--- config.mk ---
export PLATFORM = sky130hd
export DESIGN_NAME = bitmap_row_span_extractor
export DESIGN_NICKNAME = d
export VERILOG_FILES = /design/src/rtl/core/brse_pkg.sv /design/src/rtl/core/brse_scan.sv /design/src/rtl/core/brse_fmt.sv /design/src/rtl/core/bitmap_row_span_extractor.sv
export SDC_FILE = /design/constraint.sdc
export NUM_CORES = 1
export LEC_CHECK = 0
export BUFFER_PORTS_ARGS = -buffer_cell sky130_fd_sc_hd__buf_2
export CAP_MARGIN = 20
export CORE_AREA = 2 2 131 133
export DETAILED_ROUTE_END_ITERATION = 8
export DIE_AREA = 0 0 133 135
export PLACE_DENSITY = 0.77
export SYNTH_ARGS = -nofsm -noshare
export SYNTH_HDL_FRONTEND = slang
export SYNTH_SLANG_ARGS = --single-unit
--- constraint.sdc ---
create_clock -name aclk -period 9.75 [get_ports aclk]
set_input_delay 2.925 -clock aclk [delete_from_list [all_inputs] [get_ports aclk]]
set_output_delay 2.925 -clock aclk [all_outputs]
set_load 0.02 [all_outputs]
--- src/rtl/core/brse_pkg.sv ---
package brse_pkg;

    localparam int WORD_BITS = 32;
    localparam int IDX_W     = $clog2(WORD_BITS);
    localparam int POS_W     = 5;
    localparam int LEN_W     = 6;
    localparam int ORG_W     = 12;
    localparam int SCALE_W   = 5;
    localparam int PROD_W    = LEN_W + SCALE_W;
    localparam int COORD_W   = 13;
    localparam int SPAN_W_W  = 10;

    // register indexes (paddr[3:2])
    localparam logic [1:0] REG_ORIGIN_X    = 2'd0;
    localparam logic [1:0] REG_ORIGIN_Y    = 2'd1;
    localparam logic [1:0] REG_PIXEL_SCALE = 2'd2;

    typedef enum logic [1:0] {
        SC_IDLE,
        SC_SCAN,
        SC_FLUSH
    } scan_state_t;

    typedef enum logic [1:0] {
        FM_IDLE,
        FM_X,
        FM_Y,
        FM_W
    } fmt_state_t;

    // raw span in icon units, handed from scanner to formatter
    typedef struct packed {
        logic             valid;
        logic [POS_W-1:0] start;
        logic [POS_W-1:0] row;
        logic [LEN_W-1:0] len;
        logic             last;
    } span_raw_t;

    typedef struct packed {
        logic [ORG_W-1:0]   origin_x;
        logic [ORG_W-1:0]   origin_y;
        logic [SCALE_W-1:0] scale;
    } cfg_t;

endpackage

--- src/rtl/core/brse_scan.sv ---
module brse_scan #(
    parameter int ROW_WIDTH = 16
) (
    input  logic                             aclk,
    input  logic                             aresetn,
    input  logic                             in_valid,
    output logic                             in_ready,
    input  logic [brse_pkg::WORD_BITS-1:0]   in_word,
    input  logic                             in_last,
    input  logic                             fmt_ready,
    output brse_pkg::span_raw_t              push
);

    localparam logic [brse_pkg::POS_W-1:0] LAST_COL = brse_pkg::POS_W'(ROW_WIDTH - 1);
    localparam logic [brse_pkg::IDX_W-1:0] LAST_IDX =
        brse_pkg::IDX_W'(brse_pkg::WORD_BITS - 1);

    brse_pkg::scan_state_t state_reg, state_next;

    logic [brse_pkg::IDX_W-1:0]     idx_reg;
    logic [brse_pkg::WORD_BITS-1:0] word_reg;
    logic                           last_reg;
    logic [brse_pkg::POS_W-1:0]     column_reg;
    logic [brse_pkg::POS_W-1:0]     row_reg;
    logic                           open_reg;
    logic [brse_pkg::POS_W-1:0]     start_reg;
    brse_pkg::span_raw_t            held_reg;

    logic                       bit_cur;
    logic                       at_end;
    logic                       found;
    logic [brse_pkg::POS_W-1:0] f_start;
    logic [brse_pkg::LEN_W-1:0] f_len;
    logic                       stall;
    logic                       advance;
    logic                       pushed;

    always_comb begin
        bit_cur = word_reg[idx_reg];
        at_end  = (column_reg >= LAST_COL);
        found   = 1'b0;
        f_start = start_reg;
        f_len   = '0;
        if (at_end) begin
            if (open_reg) begin
                found = 1'b1;
                f_len = {1'b0, column_reg - start_reg} + {{(brse_pkg::LEN_W-1){1'b0}}, bit_cur};
            end else if (bit_cur) begin
                found   = 1'b1;
                f_start = column_reg;
                f_len   = brse_pkg::LEN_W'(1);
            end
        end else if (!bit_cur && open_reg) begin
            found = 1'b1;
            f_len = {1'b0, column_reg - start_reg};
        end
        // a new span replaces the held one, which must go to the formatter first
        stall   = found && held_reg.valid && !fmt_ready;
        advance = (state_reg == brse_pkg::SC_SCAN) && !stall;
    end

    always_comb begin
        state_next = state_reg;
        case (state_reg)
            brse_pkg::SC_IDLE: begin
                if (in_valid) state_next = brse_pkg::SC_SCAN;
            end
            brse_pkg::SC_SCAN: begin
                if (advance && idx_reg == LAST_IDX) state_next = brse_pkg::SC_FLUSH;
            end
            brse_pkg::SC_FLUSH: begin
                if (!held_reg.valid || fmt_ready) state_next = brse_pkg::SC_IDLE;
            end
            default: state_next = brse_pkg::SC_IDLE;
        endcase
    end

    always_comb begin
        in_ready   = 1'b0;
        push       = held_reg;
        push.valid = 1'b0;
        push.last  = 1'b0;
        case (state_reg)
            brse_pkg::SC_IDLE: begin
                in_ready = 1'b1;
            end
            brse_pkg::SC_SCAN: begin
                push.valid = advance && found && held_reg.valid;
            end
            brse_pkg::SC_FLUSH: begin
                // final span of the word carries the last flag
                push.valid = held_reg.valid;
                push.last  = 1'b1;
            end
            default: begin
                in_ready = 1'b0;
            end
        endcase
        pushed = push.valid && fmt_ready;
    end

    always_ff @(posedge aclk) begin
        if (!aresetn) begin
            state_reg      <= brse_pkg::SC_IDLE;
            idx_reg        <= '0;
            last_reg       <= 1'b0;
            column_reg     <= '0;
            row_reg        <= '0;
            open_reg       <= 1'b0;
            start_reg      <= '0;
            held_reg.valid <= 1'b0;
        end else begin
            state_reg <= state_next;
            if (state_reg == brse_pkg::SC_IDLE && in_valid) begin
                idx_reg  <= '0;
                last_reg <= in_last;
            end
            if (advance) begin
                idx_reg <= idx_reg + brse_pkg::IDX_W'(1);
                if (found) begin
                    held_reg.valid <= 1'b1;
                    held_reg.start <= f_start;
                    held_reg.row   <= row_reg;
                    held_reg.len   <= f_len;
                    held_reg.last  <= 1'b0;
                end
                if (at_end) begin
                    column_reg <= '0;
                    row_reg    <= row_reg + brse_pkg::POS_W'(1);
                    open_reg   <= 1'b0;
                end else begin
                    if (bit_cur && !open_reg) begin
                        open_reg  <= 1'b1;
                        start_reg <= column_reg;
                    end else if (!bit_cur && open_reg) begin
                        open_reg <= 1'b0;
                    end
                    column_reg <= column_reg + brse_pkg::POS_W'(1);
                end
                // end of icon: position returns home, an open run is dropped
                if (idx_reg == LAST_IDX && last_reg) begin
                    column_reg <= '0;
                    row_reg    <= '0;
                    open_reg   <= 1'b0;
                    start_reg  <= '0;
                end
            end
            if (state_reg == brse_pkg::SC_FLUSH && pushed) begin
                held_reg.valid <= 1'b0;
            end
        end
    end

    always_ff @(posedge aclk) begin
        if (state_reg == brse_pkg::SC_IDLE && in_valid) begin
            word_reg <= in_word;
        end
    end

endmodule

--- src/rtl/core/brse_fmt.sv ---
module brse_fmt (
    input  logic                              aclk,
    input  logic                              aresetn,
    input  brse_pkg::cfg_t                    cfg,
    input  brse_pkg::span_raw_t               push,
    output logic                              ready,
    output logic                              out_valid,
    input  logic                              out_take,
    output logic [brse_pkg::COORD_W-1:0]      out_x,
    output logic [brse_pkg::COORD_W-1:0]      out_y,
    output logic [brse_pkg::SPAN_W_W-1:0]     out_w,
    output logic                              out_last
);

    brse_pkg::fmt_state_t state_reg, state_next;

    brse_pkg::span_raw_t              raw_reg;
    logic [brse_pkg::COORD_W-1:0]     x_reg;
    logic [brse_pkg::COORD_W-1:0]     y_reg;
    logic                             out_valid_reg;
    logic [brse_pkg::COORD_W-1:0]     out_x_reg;
    logic [brse_pkg::COORD_W-1:0]     out_y_reg;
    logic [brse_pkg::SPAN_W_W-1:0]    out_w_reg;
    logic                             out_last_reg;

    logic [brse_pkg::LEN_W-1:0]       mul_a;
    logic [brse_pkg::ORG_W-1:0]       add_b;
    logic [brse_pkg::PROD_W-1:0]      prod;
    logic [brse_pkg::COORD_W-1:0]     sum;

    // shared multiply-add: sum = a * scale + b
    always_comb begin
        prod = {{brse_pkg::SCALE_W{1'b0}}, mul_a} * {{brse_pkg::LEN_W{1'b0}}, cfg.scale};
        sum  = {{(brse_pkg::COORD_W-brse_pkg::PROD_W){1'b0}}, prod}
             + {1'b0, add_b};
    end

    always_comb begin
        state_next = state_reg;
        case (state_reg)
            brse_pkg::FM_IDLE: begin
                if (push.valid && ready) state_next = brse_pkg::FM_X;
            end
            brse_pkg::FM_X: state_next = brse_pkg::FM_Y;
            brse_pkg::FM_Y: state_next = brse_pkg::FM_W;
            brse_pkg::FM_W: state_next = brse_pkg::FM_IDLE;
            default:        state_next = brse_pkg::FM_IDLE;
        endcase
    end

    always_comb begin
        ready = 1'b0;
        mul_a = '0;
        add_b = '0;
        case (state_reg)
            brse_pkg::FM_IDLE: begin
                ready = !out_valid_reg;
            end
            brse_pkg::FM_X: begin
                mul_a = {1'b0, raw_reg.start};
                add_b = cfg.origin_x;
            end
            brse_pkg::FM_Y: begin
                mul_a = {1'b0, raw_reg.row};
                add_b = cfg.origin_y;
            end
            brse_pkg::FM_W: begin
                mul_a = raw_reg.len;
            end
            default: begin
                ready = 1'b0;
            end
        endcase
    end

    always_ff @(posedge aclk) begin
        if (!aresetn) begin
            state_reg     <= brse_pkg::FM_IDLE;
            out_valid_reg <= 1'b0;
        end else begin
            state_reg <= state_next;
            if (state_reg == brse_pkg::FM_W) begin
                out_valid_reg <= 1'b1;
            end else if (out_take) begin
                out_valid_reg <= 1'b0;
            end
        end
    end

    always_ff @(posedge aclk) begin
        case (state_reg)
            brse_pkg::FM_IDLE: begin
                if (push.valid && ready) raw_reg <= push;
            end
            brse_pkg::FM_X: x_reg <= sum;
            brse_pkg::FM_Y: y_reg <= sum;
            brse_pkg::FM_W: begin
                out_x_reg    <= x_reg;
                out_y_reg    <= y_reg;
                out_w_reg    <= sum[brse_pkg::SPAN_W_W-1:0];
                out_last_reg <= raw_reg.last;
            end
            default: begin
                x_reg <= x_reg;
            end
        endcase
    end

    assign out_valid = out_valid_reg;
    assign out_x     = out_x_reg;
    assign out_y     = out_y_reg;
    assign out_w     = out_w_reg;
    assign out_last  = out_last_reg;

endmodule

--- src/rtl/core/bitmap_row_span_extractor.sv ---
// Bitmap row span extractor: takes a one-bit-per-pixel icon as 32-bit words (bit 0 first,
// s_tlast on the icon's final word) and emits one item per run of set pixels, scaled to
// screen units from the origin_x / origin_y / pixel_scale registers; m_tlast marks the last
// span of each word. A word is scanned one pixel per cycle while the scan is not stalled, and
// the block accepts, scans and flushes one word before it takes the next. Each span then
// passes through a single multiply-add unit in turn for x, y and width, and one output
// register; when a new span is found while the last one still waits for the formatter, or
// the output is stalled, the pixel scan waits. s_tready is low while a word is being
// scanned.
module bitmap_row_span_extractor #(
    parameter int ROW_WIDTH = 16
) (
    input  logic        aclk,
    input  logic        aresetn,
    input  logic        s_tvalid,
    output logic        s_tready,
    input  logic [31:0] s_tdata,   // [31:0] pixel_word
    input  logic        s_tlast,   // last_word
    output logic        m_tvalid,
    input  logic        m_tready,
    output logic [39:0] m_tdata,   // [12:0] span_x, [25:13] span_y, [35:26] span_width, zero pad
    output logic        m_tlast,   // last_of_word
    input  logic        psel,
    input  logic        penable,
    input  logic        pwrite,
    input  logic [3:0]  paddr,
    input  logic [31:0] pwdata,
    output logic [31:0] prdata,
    output logic        pready
);

    brse_pkg::cfg_t      cfg_reg;
    brse_pkg::span_raw_t push;
    logic                fmt_ready;
    logic [1:0]          reg_idx;
    logic                cfg_wr;

    logic [brse_pkg::COORD_W-1:0]  span_x;
    logic [brse_pkg::COORD_W-1:0]  span_y;
    logic [brse_pkg::SPAN_W_W-1:0] span_width;

    assign reg_idx = paddr[3:2];
    assign cfg_wr  = psel && penable && pwrite;
    assign pready  = 1'b1;

    always_ff @(posedge aclk) begin
        if (!aresetn) begin
            cfg_reg.origin_x <= '0;
            cfg_reg.origin_y <= '0;
            cfg_reg.scale    <= brse_pkg::SCALE_W'(1);
        end else if (cfg_wr) begin
            case (reg_idx)
                brse_pkg::REG_ORIGIN_X:    cfg_reg.origin_x <= pwdata[brse_pkg::ORG_W-1:0];
                brse_pkg::REG_ORIGIN_Y:    cfg_reg.origin_y <= pwdata[brse_pkg::ORG_W-1:0];
                brse_pkg::REG_PIXEL_SCALE: cfg_reg.scale    <= pwdata[brse_pkg::SCALE_W-1:0];
                default:                   cfg_reg.scale    <= cfg_reg.scale;
            endcase
        end
    end

    always_comb begin
        case (reg_idx)
            brse_pkg::REG_ORIGIN_X:
                prdata = {{(32-brse_pkg::ORG_W){1'b0}}, cfg_reg.origin_x};
            brse_pkg::REG_ORIGIN_Y:
                prdata = {{(32-brse_pkg::ORG_W){1'b0}}, cfg_reg.origin_y};
            brse_pkg::REG_PIXEL_SCALE:
                prdata = {{(32-brse_pkg::SCALE_W){1'b0}}, cfg_reg.scale};
            default:
                prdata = '0;
        endcase
    end

    brse_scan #(
        .ROW_WIDTH(ROW_WIDTH)
    ) u_scan (
        .aclk      (aclk),
        .aresetn   (aresetn),
        .in_valid  (s_tvalid),
        .in_ready  (s_tready),
        .in_word   (s_tdata),
        .in_last   (s_tlast),
        .fmt_ready (fmt_ready),
        .push      (push)
    );

    brse_fmt u_fmt (
        .aclk      (aclk),
        .aresetn   (aresetn),
        .cfg       (cfg_reg),
        .push      (push),
        .ready     (fmt_ready),
        .out_valid (m_tvalid),
        .out_take  (m_tready),
        .out_x     (span_x),
        .out_y     (span_y),
        .out_w     (span_width),
        .out_last  (m_tlast)
    );

    assign m_tdata = {4'b0000, span_width, span_y, span_x};

endmodule

==> impl_metrics.ini, run 1 <==
[run_status]
outcome = finished clean

[setup_path]
critical_path.top_delay_family = simple AND/OR/NAND/NOR gates
max_fanout_on_critical_path = 16
critical_path.most_common_cell = sky130_fd_sc_hd__buf_2
start_kind = input port
timing.critical_path.slowest_stage_cell = sky130_fd_sc_hd__nor2b_1
slowest_delay_ns = 0.47
worst_setup_path_startpoint = paddr[2]
critical_path.endpoint_type = output port
worst-endpoint-required_ns = 6.83
worstPathArrival_ns = 4.19
worst_reg2reg_path_startpoint = u_fmt.state_reg[0]
timing_worst_setup_path_type = in2out
critical_path.cell_chain = buf_2 -> nor2b_1 -> nand2_1 -> o21ai_0 -> buf_2
cp_num_buf_inv = 2

[pwr]
power_switching_uw = 371
static-leakage-power_nw = 4.10
peakVddDrop_uv = 127
power_density_mw_per_mm2 = 157
share_clk_of_total_power_pct = 40.5
internal_power_mw = 1.22
total_power_mw = 1.59
pwr-share-seq_pct = 54.1
comb_power_share_pct = 5.5
p_sw_share_pct = 23.3

[yosys]
synthFlopType = sky130_fd_sc_hd__edfxtp_1
synth_commonest_cells = sky130_fd_sc_hd__edfxtp_1, sky130_fd_sc_hd__nand2_1, sky130_fd_sc_hd__dfxtp_1
post_synth.cell_area_avg_um2 = 12.1
post-synth-top-count-cell = sky130_fd_sc_hd__edfxtp_1
netlist.top_cell.by_area = sky130_fd_sc_hd__edfxtp_1
netlist_top_cells_area = sky130_fd_sc_hd__edfxtp_1, sky130_fd_sc_hd__dfxtp_1, sky130_fd_sc_hd__ha_1, sky130_fd_sc_hd__mux2i_1, sky130_fd_sc_hd__fa_1
synth_area_mm2 = 0.00890
yosys_warnings = 0
synth_seq_area_share_pct = 56.0
yosys.cell_types.count = 58
synth.ff_latch_count = 185
number_of_flops_mapped_to_enable_cells_by_yosys = 128
synth_top_cell_area_share_pct = 43.2
number_of_instances_in_the_synthesized_netlist = 736
async_flop_share_pct = 0

[timing]
drv_slew = 0
share_of_the_cycle_needed_by_the_critical_path_after_routing_pct = 73.0
fin_tns_setup_ns = 0
timing_worst_slew_pin_value_ns = 1.02
hold_viol_final = 0
max_freq_mhz = 141
timing.max_slew.rel_slack_pct = 32.1
report.final.setup_viol = 0
rsz0062_at_grt = false
fin_worst_skew_ns = 0.0113
post-route-worst-setup-slack_ns = 2.64
period_needed_ns = 7.11

[placed_design]
post_placement_worst_setup_slack_ns = 2.69
portBuffers = 104
post_dp_hpwl_um = 11500
gp_routability_congestion = 0.821

[die]
floorplan.rows = 47
dieArea_mm2 = 0.0180
start_util_pct = 54.3
ios = 152
die_x_um = 133
dieHeight_um = 135
floorplan.core_area_mm2 = 0.0164

[clock_tree]
clock-root-buffer = sky130_fd_sc_hd__clkbuf_16
clock_latency_ns = 0.42
cts_buffer_depth = 2
maximum_level_of_the_cts_h_tree = 4
cts_tree = yes
clk_pin_slew_worst_paths_ns = 0.07
postCtsSetupBuffers = 0
numCtsBuffers = 17
cts-hold-fix-buffers = 0
ctsResizeCount = 0
tritoncts_num_sinks = 185

[final_layout]
layout-drive-gt1-share_pct = 18.9
synthToLayoutAreaGrowth_pct = 13.8
filler_cell_count = 1247
layout.nets = 976
largest_register_ff_count = 32
num_antenna_cells = 0

[global_routing]
global_route.overflow_total = 0
grt_max_degree = 49
gr-max-usage-layer = met2
total_track_usage_pct = 18.6
initial_antenna_violation_count = 0
grtUsageMet1_pct = 22.4
grt_util_met2_pct = 33.2
use_met3_pct = 3.57
grt_pass1_wl_um = 26300
via_count_of_the_first_global_routing_pass = 5470

[detailed_routing]
detail_route.vias_per_cell = 5.29
route.detailed.wl_per_inst_um = 15.0
remaining_drc_errors = 0
drt_iter0_markers = 389
drt_wl_total_um = 16000
drt_pre_antenna_iters = 7
detail-route-antenna-nets = 0
num_vias = 5668

[job]
cap_violations = 0

[min_path]
hold_path.startpoint = u_fmt.x_reg[11]
min-delay-path-class = reg2reg
final timing paths:
kind	to	slack, ns	cells past startpoint
setup / recovery	prdata[4]	2.64	5
hold / removal	u_fmt.out_x[11]	0.41	0
setup reg to reg	u_fmt.y_reg[12]	4.33	17
hold reg to reg	u_fmt.out_x[11]	0.41	0
power groups by stage:
stage	clock network, mW	logic (mW)	registers, mW
after floorplan	0	0.0698	0.873
after global placement	0	0.0823	0.876
after detailed placement	0	0.0835	0.877
after CTS	0.653	0.0840	0.860
after global routing	0.689	0.0954	0.861
final	0.643	0.0867	0.859
per-layer routing:
metal	share of wire (%)	up-vias
met5	0	-
met1	43	2733
li1	-	2788
met2	51	125
met4	2.0	0
met3	3.6	22
area by class of cell:
cell class | count | area, um^2 | share of cell area (%)
multi-input combinational | 468 | 3490 | 34.4
inverter | 54 | 203 | 2.00
clock buffer | 18 | 429 | 4.24
tap | 220 | 275 | 2.72
clock inverter | 14 | 130 | 1.28
timing repair buffer | 112 | 621 | 6.12
sequential | 185 | 4980 | 49.2
per-stage QoR:
stage | utilization (%) | cell area, um^2 | cells | hold WS (ns)
2_1_floorplan | - | 8990 | 759 | 0.400
3_3_place_gp | 58.0 | 9520 | 1037 | 0.401
3_5_place_dp | 58.0 | 9520 | 1037 | 0.405
4_1_cts | 61.4 | 10100 | 1069 | 0.417
5_1_grt | 61.8 | 10100 | 1071 | 0.418
6_report | 61.8 | 10100 | 1071 | 0.415
cell families after synthesis:
family / synth area share (%)
mux: 5.92
xor+xnor: 1.77
simple gates: 10.8
flops: 56.0
compound gates: 8.98
fa+ha+maj: 10.6
buf+inv: 5.85
other cells: 0.0844
cells in the final DEF (no fill, tap or decap), types with 10 or more instances in the layout:
cell type and n:
sky130_fd_sc_hd__edfxtp_1 128, sky130_fd_sc_hd__buf_2 104, sky130_fd_sc_hd__nand2_1 63, sky130_fd_sc_hd__dfxtp_1 57, sky130_fd_sc_hd__inv_1 54, sky130_fd_sc_hd__mux2i_1 47
sky130_fd_sc_hd__nor2_1 40, sky130_fd_sc_hd__ha_1 39, sky130_fd_sc_hd__a21oi_1 32, sky130_fd_sc_hd__conb_1 25, sky130_fd_sc_hd__nand3_1 24, sky130_fd_sc_hd__o21ai_0 23
sky130_fd_sc_hd__and2_1 22, sky130_fd_sc_hd__fa_1 22, sky130_fd_sc_hd__clkbuf_16 17, sky130_fd_sc_hd__a22oi_1 12, sky130_fd_sc_hd__nor2b_1 11, sky130_fd_sc_hd__and3_1 10
sky130_fd_sc_hd__xor2_1 10
Note: power is estimated with default switching activity, not from simulation.
==> inputs of run 2 (changes only) <==
- ABC_AREA: default -> 1
- CORE_AREA: 2 2 131 133 -> 2 2 135 137
- DIE_AREA: 0 0 133 135 -> 0 0 137 139
- PLACE_DENSITY: 0.77 -> 0.75
- clock period: 9.75 -> 6.35 ns (I/O delays scaled with it)
==> impl_metrics.ini, run 2 <==
[final_layout]
finalCoreUtilization_pct = 56.9
final_cells = 1201
mostFrequentLayoutCells = sky130_fd_sc_hd__nand2_1, sky130_fd_sc_hd__edfxtp_1, sky130_fd_sc_hd__buf_2, sky130_fd_sc_hd__inv_1, sky130_fd_sc_hd__nor2_1
layout.nets = 1097
layout-drive-gt1-share_pct = 17.1
largest_register_ff_count = 32
num_antenna_cells = 0
final_design_area_no_fill_mm2 = 0.0100
layout_commonest_cell = sky130_fd_sc_hd__nand2_1
synthToLayoutAreaGrowth_pct = 14.4

[placed_design]
gp_routability_congestion = 0.874
dp_cells = 1168
portBuffers = 104
post_dp_cell_area_mm2 = 0.00943
post_dp_hpwl_um = 11800
post_placement_worst_setup_slack_ns = 1.40

[timing]
post-route-worst-setup-slack_ns = 1.37
fin_tns_setup_ns = 0
fin_worst_skew_ns = 0.0102
timing.max_slew.rel_slack_pct = 48.6
hold_viol_final = 0
rsz0062_at_grt = false
holdWs_ns = 0.416
period_needed_ns = 4.98
share_of_the_cycle_needed_by_the_critical_path_after_routing_pct = 78.5
drv_slew = 0
timing_worst_slew_pin_value_ns = 0.770
report.final.setup_viol = 0
max_freq_mhz = 201

[die]
ios = 152
start_util_pct = 49.7
dieArea_mm2 = 0.0190
floorplan.rows = 49
dieHeight_um = 139
die_x_um = 137
floorplan.core_area_mm2 = 0.0177

[yosys]
number_of_instances_in_the_synthesized_netlist = 849
yosys_warnings = 0
yosys.cell_types.count = 43
synth_top_cell_area_share_pct = 43.8
synth_seq_area_share_pct = 56.8
netlist_top_cells_area = sky130_fd_sc_hd__edfxtp_1, sky130_fd_sc_hd__dfxtp_1, sky130_fd_sc_hd__nand2_1, sky130_fd_sc_hd__ha_1, sky130_fd_sc_hd__fa_1
async_flop_share_pct = 0
netlist.top_cell.by_area = sky130_fd_sc_hd__edfxtp_1
synthFlopType = sky130_fd_sc_hd__edfxtp_1
post_synth.cell_area_avg_um2 = 10.3
number_of_flops_mapped_to_enable_cells_by_yosys = 128
synth_commonest_cells = sky130_fd_sc_hd__nand2_1, sky130_fd_sc_hd__edfxtp_1, sky130_fd_sc_hd__inv_1
synth.ff_latch_count = 185
synth_area_mm2 = 0.00878
post-synth-top-count-cell = sky130_fd_sc_hd__nand2_1

[setup_path]
worst-endpoint-required_ns = 6.61
cp_num_buf_inv = 3
reg2regPathDepth = 21
critical_path.cell_chain = inv_1 -> ha_1 -> buf_4 -> nand2_1 -> o21ai_0 -> nand2_1 -> fa_1 -> fa_1 -> fa_1 -> inv_1 -> ha_1 -> a21oi_1 -> o21ai_0 -> a21oi_1 -> nor2_1 -> o21ai_0 -> nand2_1 -> a21oi_1 -> nor2_1 -> nor2_1 -> xor2_1
slowest_delay_ns = 0.55
timing_worst_setup_path_type = reg2reg
critical_path.top_delay_family = adder cells
start_kind = flop
timing.critical_path.slowest_stage_cell = sky130_fd_sc_hd__fa_1
max_fanout_on_critical_path = 19
critical_path.endpoint_type = flop
worstPathArrival_ns = 5.24
worst-path-stages = 21

[clock_tree]
cts_tree = yes
cts-hold-fix-buffers = 0
ctsResizeCount = 0
cts_buffer_depth = 2
tritoncts_num_sinks = 185
clk_pin_slew_worst_paths_ns = 0.07
postCtsSetupBuffers = 0
clock_latency_ns = 0.43
numCtsBuffers = 17
maximum_level_of_the_cts_h_tree = 4
clock-root-buffer = sky130_fd_sc_hd__clkbuf_16

[min_path]
hold_depth = 0
min-delay-path-class = reg2reg

[detailed_routing]
drt_pre_antenna_iters = 5
remaining_drc_errors = 0
detail-route-antenna-nets = 0
route.detailed.wl_per_inst_um = 13.5
num_vias = 6030
detail_route.vias_per_cell = 5.02
drt_wl_total_um = 16300
drt_iter0_markers = 403

[pwr]
power_density_mw_per_mm2 = 313
total_power_mw = 3.14
peakVddDrop_uv = 196
static-leakage-power_nw = 4.11

[global_routing]
grt_max_degree = 39
via_count_of_the_first_global_routing_pass = 5663
grt_pass1_wl_um = 26800
global_route.overflow_total = 0
total_track_usage_pct = 18.0
initial_antenna_violation_count = 0

[run_status]
outcome = finished clean

[job]
cap_violations = 0
==> run 2: changes by cell type in the layout (fill, tap and decap cells not counted), moves of 11 or more <==
cell and delta:
sky130_fd_sc_hd__nand2_1 +94, sky130_fd_sc_hd__mux2i_1 -47, sky130_fd_sc_hd__nor2_1 +45, sky130_fd_sc_hd__inv_1 +43
sky130_fd_sc_hd__nand3_1 +31, sky130_fd_sc_hd__and2_1 -22, sky130_fd_sc_hd__o21ai_0 +19, sky130_fd_sc_hd__a21oi_1 +18
sky130_fd_sc_hd__a22oi_1 -12, sky130_fd_sc_hd__nor2b_1 -11
==> run 2: metal layers <==
metal	vias up	global-route usage, %	wire length [um]
li1	3001	-	-
met1	2840	21.5	6750
met2	160	31.1	8400
met3	29	4.46	793
met4	0	6.89	316
met5	-	0	0
==> run 2: logic make-up (layout without fill, tap and decap cells) <==
kind of cell / Yosys count / after routing / synth area share [%]
XOR/XNOR: 15 / 15 / 1.50
adder cells (fa/ha/maj): 62 / 62 / 10.7
AO/OA/AOI/OAI: 121 / 121 / 7.75
flip-flops: 185 / 185 / 56.8
buffers and inverters: 143 / 243 / 7.63
other: 2 / 25 / 0.0856
AND/OR/NAND/NOR: 321 / 321 / 15.5
==> run 2: final cells by class <==
| type | count | area [um^2] |
|---|---|---|
| sequential | 185 | 4980 |
| fill | 1498 | 7620 |
| timing repair buffer | 109 | 562 |
| inverter | 102 | 393 |
| clock inverter | 15 | 175 |
| multi-input combinational | 544 | 3210 |
| tap | 229 | 287 |
| clock buffer | 17 | 425 |
==> run 2: worst reg2reg max path, stage by stage, from the launching register on <==
cell                      delay (ns)
sky130_fd_sc_hd__dfxtp_1        0.33
sky130_fd_sc_hd__inv_1          0.12
sky130_fd_sc_hd__ha_1           0.47
sky130_fd_sc_hd__buf_4          0.36
sky130_fd_sc_hd__nand2_1        0.08
sky130_fd_sc_hd__o21ai_0        0.09
sky130_fd_sc_hd__nand2_1        0.13
sky130_fd_sc_hd__fa_1           0.52
sky130_fd_sc_hd__fa_1           0.46
sky130_fd_sc_hd__fa_1           0.55
sky130_fd_sc_hd__inv_1          0.04
sky130_fd_sc_hd__ha_1           0.34
sky130_fd_sc_hd__a21oi_1        0.22
sky130_fd_sc_hd__o21ai_0        0.10
sky130_fd_sc_hd__a21oi_1        0.19
sky130_fd_sc_hd__nor2_1         0.06
sky130_fd_sc_hd__o21ai_0        0.14
sky130_fd_sc_hd__nand2_1        0.10
sky130_fd_sc_hd__a21oi_1        0.14
sky130_fd_sc_hd__nor2_1         0.05
sky130_fd_sc_hd__nor2_1         0.11
sky130_fd_sc_hd__xor2_1         0.21
==> run 2: worst paths after layout <==
path                       from          endpoint  slack (ns)
max          u_fmt.state_reg[1]   u_fmt.y_reg[11]        1.37
min              u_scan.push[8]  u_fmt.raw_reg[8]        0.42
max reg2reg  u_fmt.state_reg[1]   u_fmt.y_reg[11]        1.37
min reg2reg      u_scan.push[8]  u_fmt.raw_reg[8]        0.42
==> run 2: report_power, final <==
| group | total (mW) | switching, mW | internal, mW |
|---|---|---|---|
| logic | 0.581 | 0.416 | 0.164 |
| clock network | 1.05 | 0.487 | 0.565 |
| registers | 1.51 | 0.0496 | 1.46 |
| total | 3.14 | 0.953 | 2.19 |
==> inputs of run 3 (changes only) <==
- clock period: 6.35 -> 4.4 ns (I/O delays scaled with it)
==> impl_metrics.ini, run 3 (synthesis gave the netlist of run 2 again) <==
[run_status]
outcome = finished clean

[timing]
report.final.setup_viol = 0
holdWs_ns = 0.419
period_needed_ns = 4.18
timing.max_slew.rel_slack_pct = 48.6
share_of_the_cycle_needed_by_the_critical_path_after_routing_pct = 94.9
drv_slew = 0
timing_worst_slew_pin_value_ns = 0.770
fin_tns_setup_ns = 0
max_freq_mhz = 239
hold_viol_final = 0
fin_worst_skew_ns = 0.0132

[detailed_routing]
drt_iter0_markers = 409
detail_route.vias_per_cell = 5.09
route.detailed.wl_per_inst_um = 14.2
met3RoutedLength_um = 895
detail-route-antenna-nets = 0
met1_length_um = 6970
remaining_drc_errors = 0
highest_layer = met4
drt_wl_total_um = 17500
num_vias = 6264
drt_pre_antenna_iters = 5
met2_wire_length_um = 9180

[placed_design]
post_dp_hpwl_um = 12700
dp_cells = 1193
portBuffers = 104
post_dp_cell_area_mm2 = 0.00965
gp_routability_congestion = 0.906

[final_layout]
num_antenna_cells = 0
mostFrequentLayoutCells = sky130_fd_sc_hd__nand2_1, sky130_fd_sc_hd__edfxtp_1, sky130_fd_sc_hd__buf_2, sky130_fd_sc_hd__inv_1, sky130_fd_sc_hd__nor2_1
layout_commonest_cell = sky130_fd_sc_hd__nand2_1
filler_cell_count = 1449
finalCoreUtilization_pct = 59.1
layout-drive-gt1-share_pct = 24.3
layout.nets = 1126
final_cells = 1230
final_design_area_no_fill_mm2 = 0.0104
synthToLayoutAreaGrowth_pct = 18.9
largest_register_ff_count = 32

[clock_tree]
numCtsBuffers = 17
cts-hold-fix-buffers = 0
cts_tree = yes
clk_pin_slew_worst_paths_ns = 0.07
clock-root-buffer = sky130_fd_sc_hd__clkbuf_16
cts_buffer_depth = 2
clock_latency_ns = 0.43
maximum_level_of_the_cts_h_tree = 4
tritoncts_num_sinks = 185

[setup_path]
critical_path.endpoint_type = flop
start_kind = flop
reg2regPathDepth = 21
timing.critical_path.slowest_stage_cell = sky130_fd_sc_hd__fa_1
worstPathArrival_ns = 4.44
slowest_delay_ns = 0.53
max_fanout_on_critical_path = 7
r2r_slack_ns = 0.22
critical_path.cell_chain = buf_6 -> ha_4 -> buf_6 -> inv_1 -> o22ai_2 -> nand2_2 -> fa_1 -> fa_2 -> fa_1 -> inv_1 -> ha_4 -> a21oi_2 -> o21ai_1 -> a21oi_2 -> nor2_1 -> o21ai_1 -> nand2_1 -> a21oi_2 -> nor2_1 -> nor2_1 -> xor2_1
timing_worst_setup_path_type = reg2reg
worst-endpoint-required_ns = 4.66

[min_path]
min-delay-path-class = reg2reg
hold_depth = 0

[global_routing]
grt_pass1_wl_um = 28500
via_count_of_the_first_global_routing_pass = 6057
total_track_usage_pct = 19.0
initial_antenna_violation_count = 0
global_route.overflow_total = 0
grt_max_degree = 39

[job]
cap_violations = 0

[die]
dieHeight_um = 139
die_x_um = 137
start_util_pct = 49.7
dieArea_mm2 = 0.0190
floorplan.rows = 49
floorplan.core_area_mm2 = 0.0177
ios = 152

[pwr]
power_density_mw_per_mm2 = 453
static-leakage-power_nw = 4.28
peakVddDrop_uv = 348
## run 3: cell count changes in the layout (fill, tap and decap cells not counted), sizes merged
cell / before / now
buf: 109 / 138
bufinv: 1 / 0
inv: 109 / 110
## run 3: per-layer routing
| layer | track usage [%] | up-vias |
|---|---|---|
| li1 | - | 3061 |
| met1 | 22.2 | 2971 |
| met2 | 33.5 | 193 |
| met3 | 4.35 | 39 |
| met4 | 7.27 | 0 |
| met5 | 0 | - |
## run 3: timing repair
action / in CTS / in global routing
endpoints found under the hold margin: 0 / 0
pin swaps: 0 / 28
gates resized for setup: 1 / 55
setup endpoints to repair: 5 / 15
setup buffers: 1 / 4
## run 3: cell type report
cell class	instances	area, um^2	area share, %
repair buffers	138	791	7.58
multi-input cells	544	3400	32.6
clock buffers	17	425	4.08
flip-flops and latches	185	4990	47.8
well taps	229	287	2.75
clock inverters	15	149	1.43
inverters	102	394	3.78
## run 3: worst paths after layout
kind / endpoint / start
setup / recovery: u_fmt.x_reg[11] / u_fmt.state_reg[0]
hold / removal: u_fmt.raw_reg[12] / u_scan.push[12]
setup reg to reg: u_fmt.x_reg[11] / u_fmt.state_reg[0]
hold reg to reg: u_fmt.raw_reg[12] / u_scan.push[12]
## run 3: worst max-delay path: cells and delay by family, from the launching register on
kind                     cells  cell delay [ns]
AO/OA/AOI/OAI                6             0.80
XOR/XNOR                     1             0.20
adder cells (fa/ha/maj)      5             1.88
buffers and inverters        4             0.35
flip-flops                   1             0.34
AND/OR/NAND/NOR              5             0.42
## run 3: through the flow
step                power [mW]  setup WS (ns)
finish                    4.72          0.224
global route              4.94        -0.0203
CTS                       4.64        0.00112
detailed placement        3.18        -0.0521
global placement          3.13         0.0117
floorplan                 2.86        0.00731
## run 3: power by group
group / switching, mW / internal [mW]
combinational: 0.688 / 0.381
sequential: 0.0732 / 2.11
clock: 0.718 / 0.757
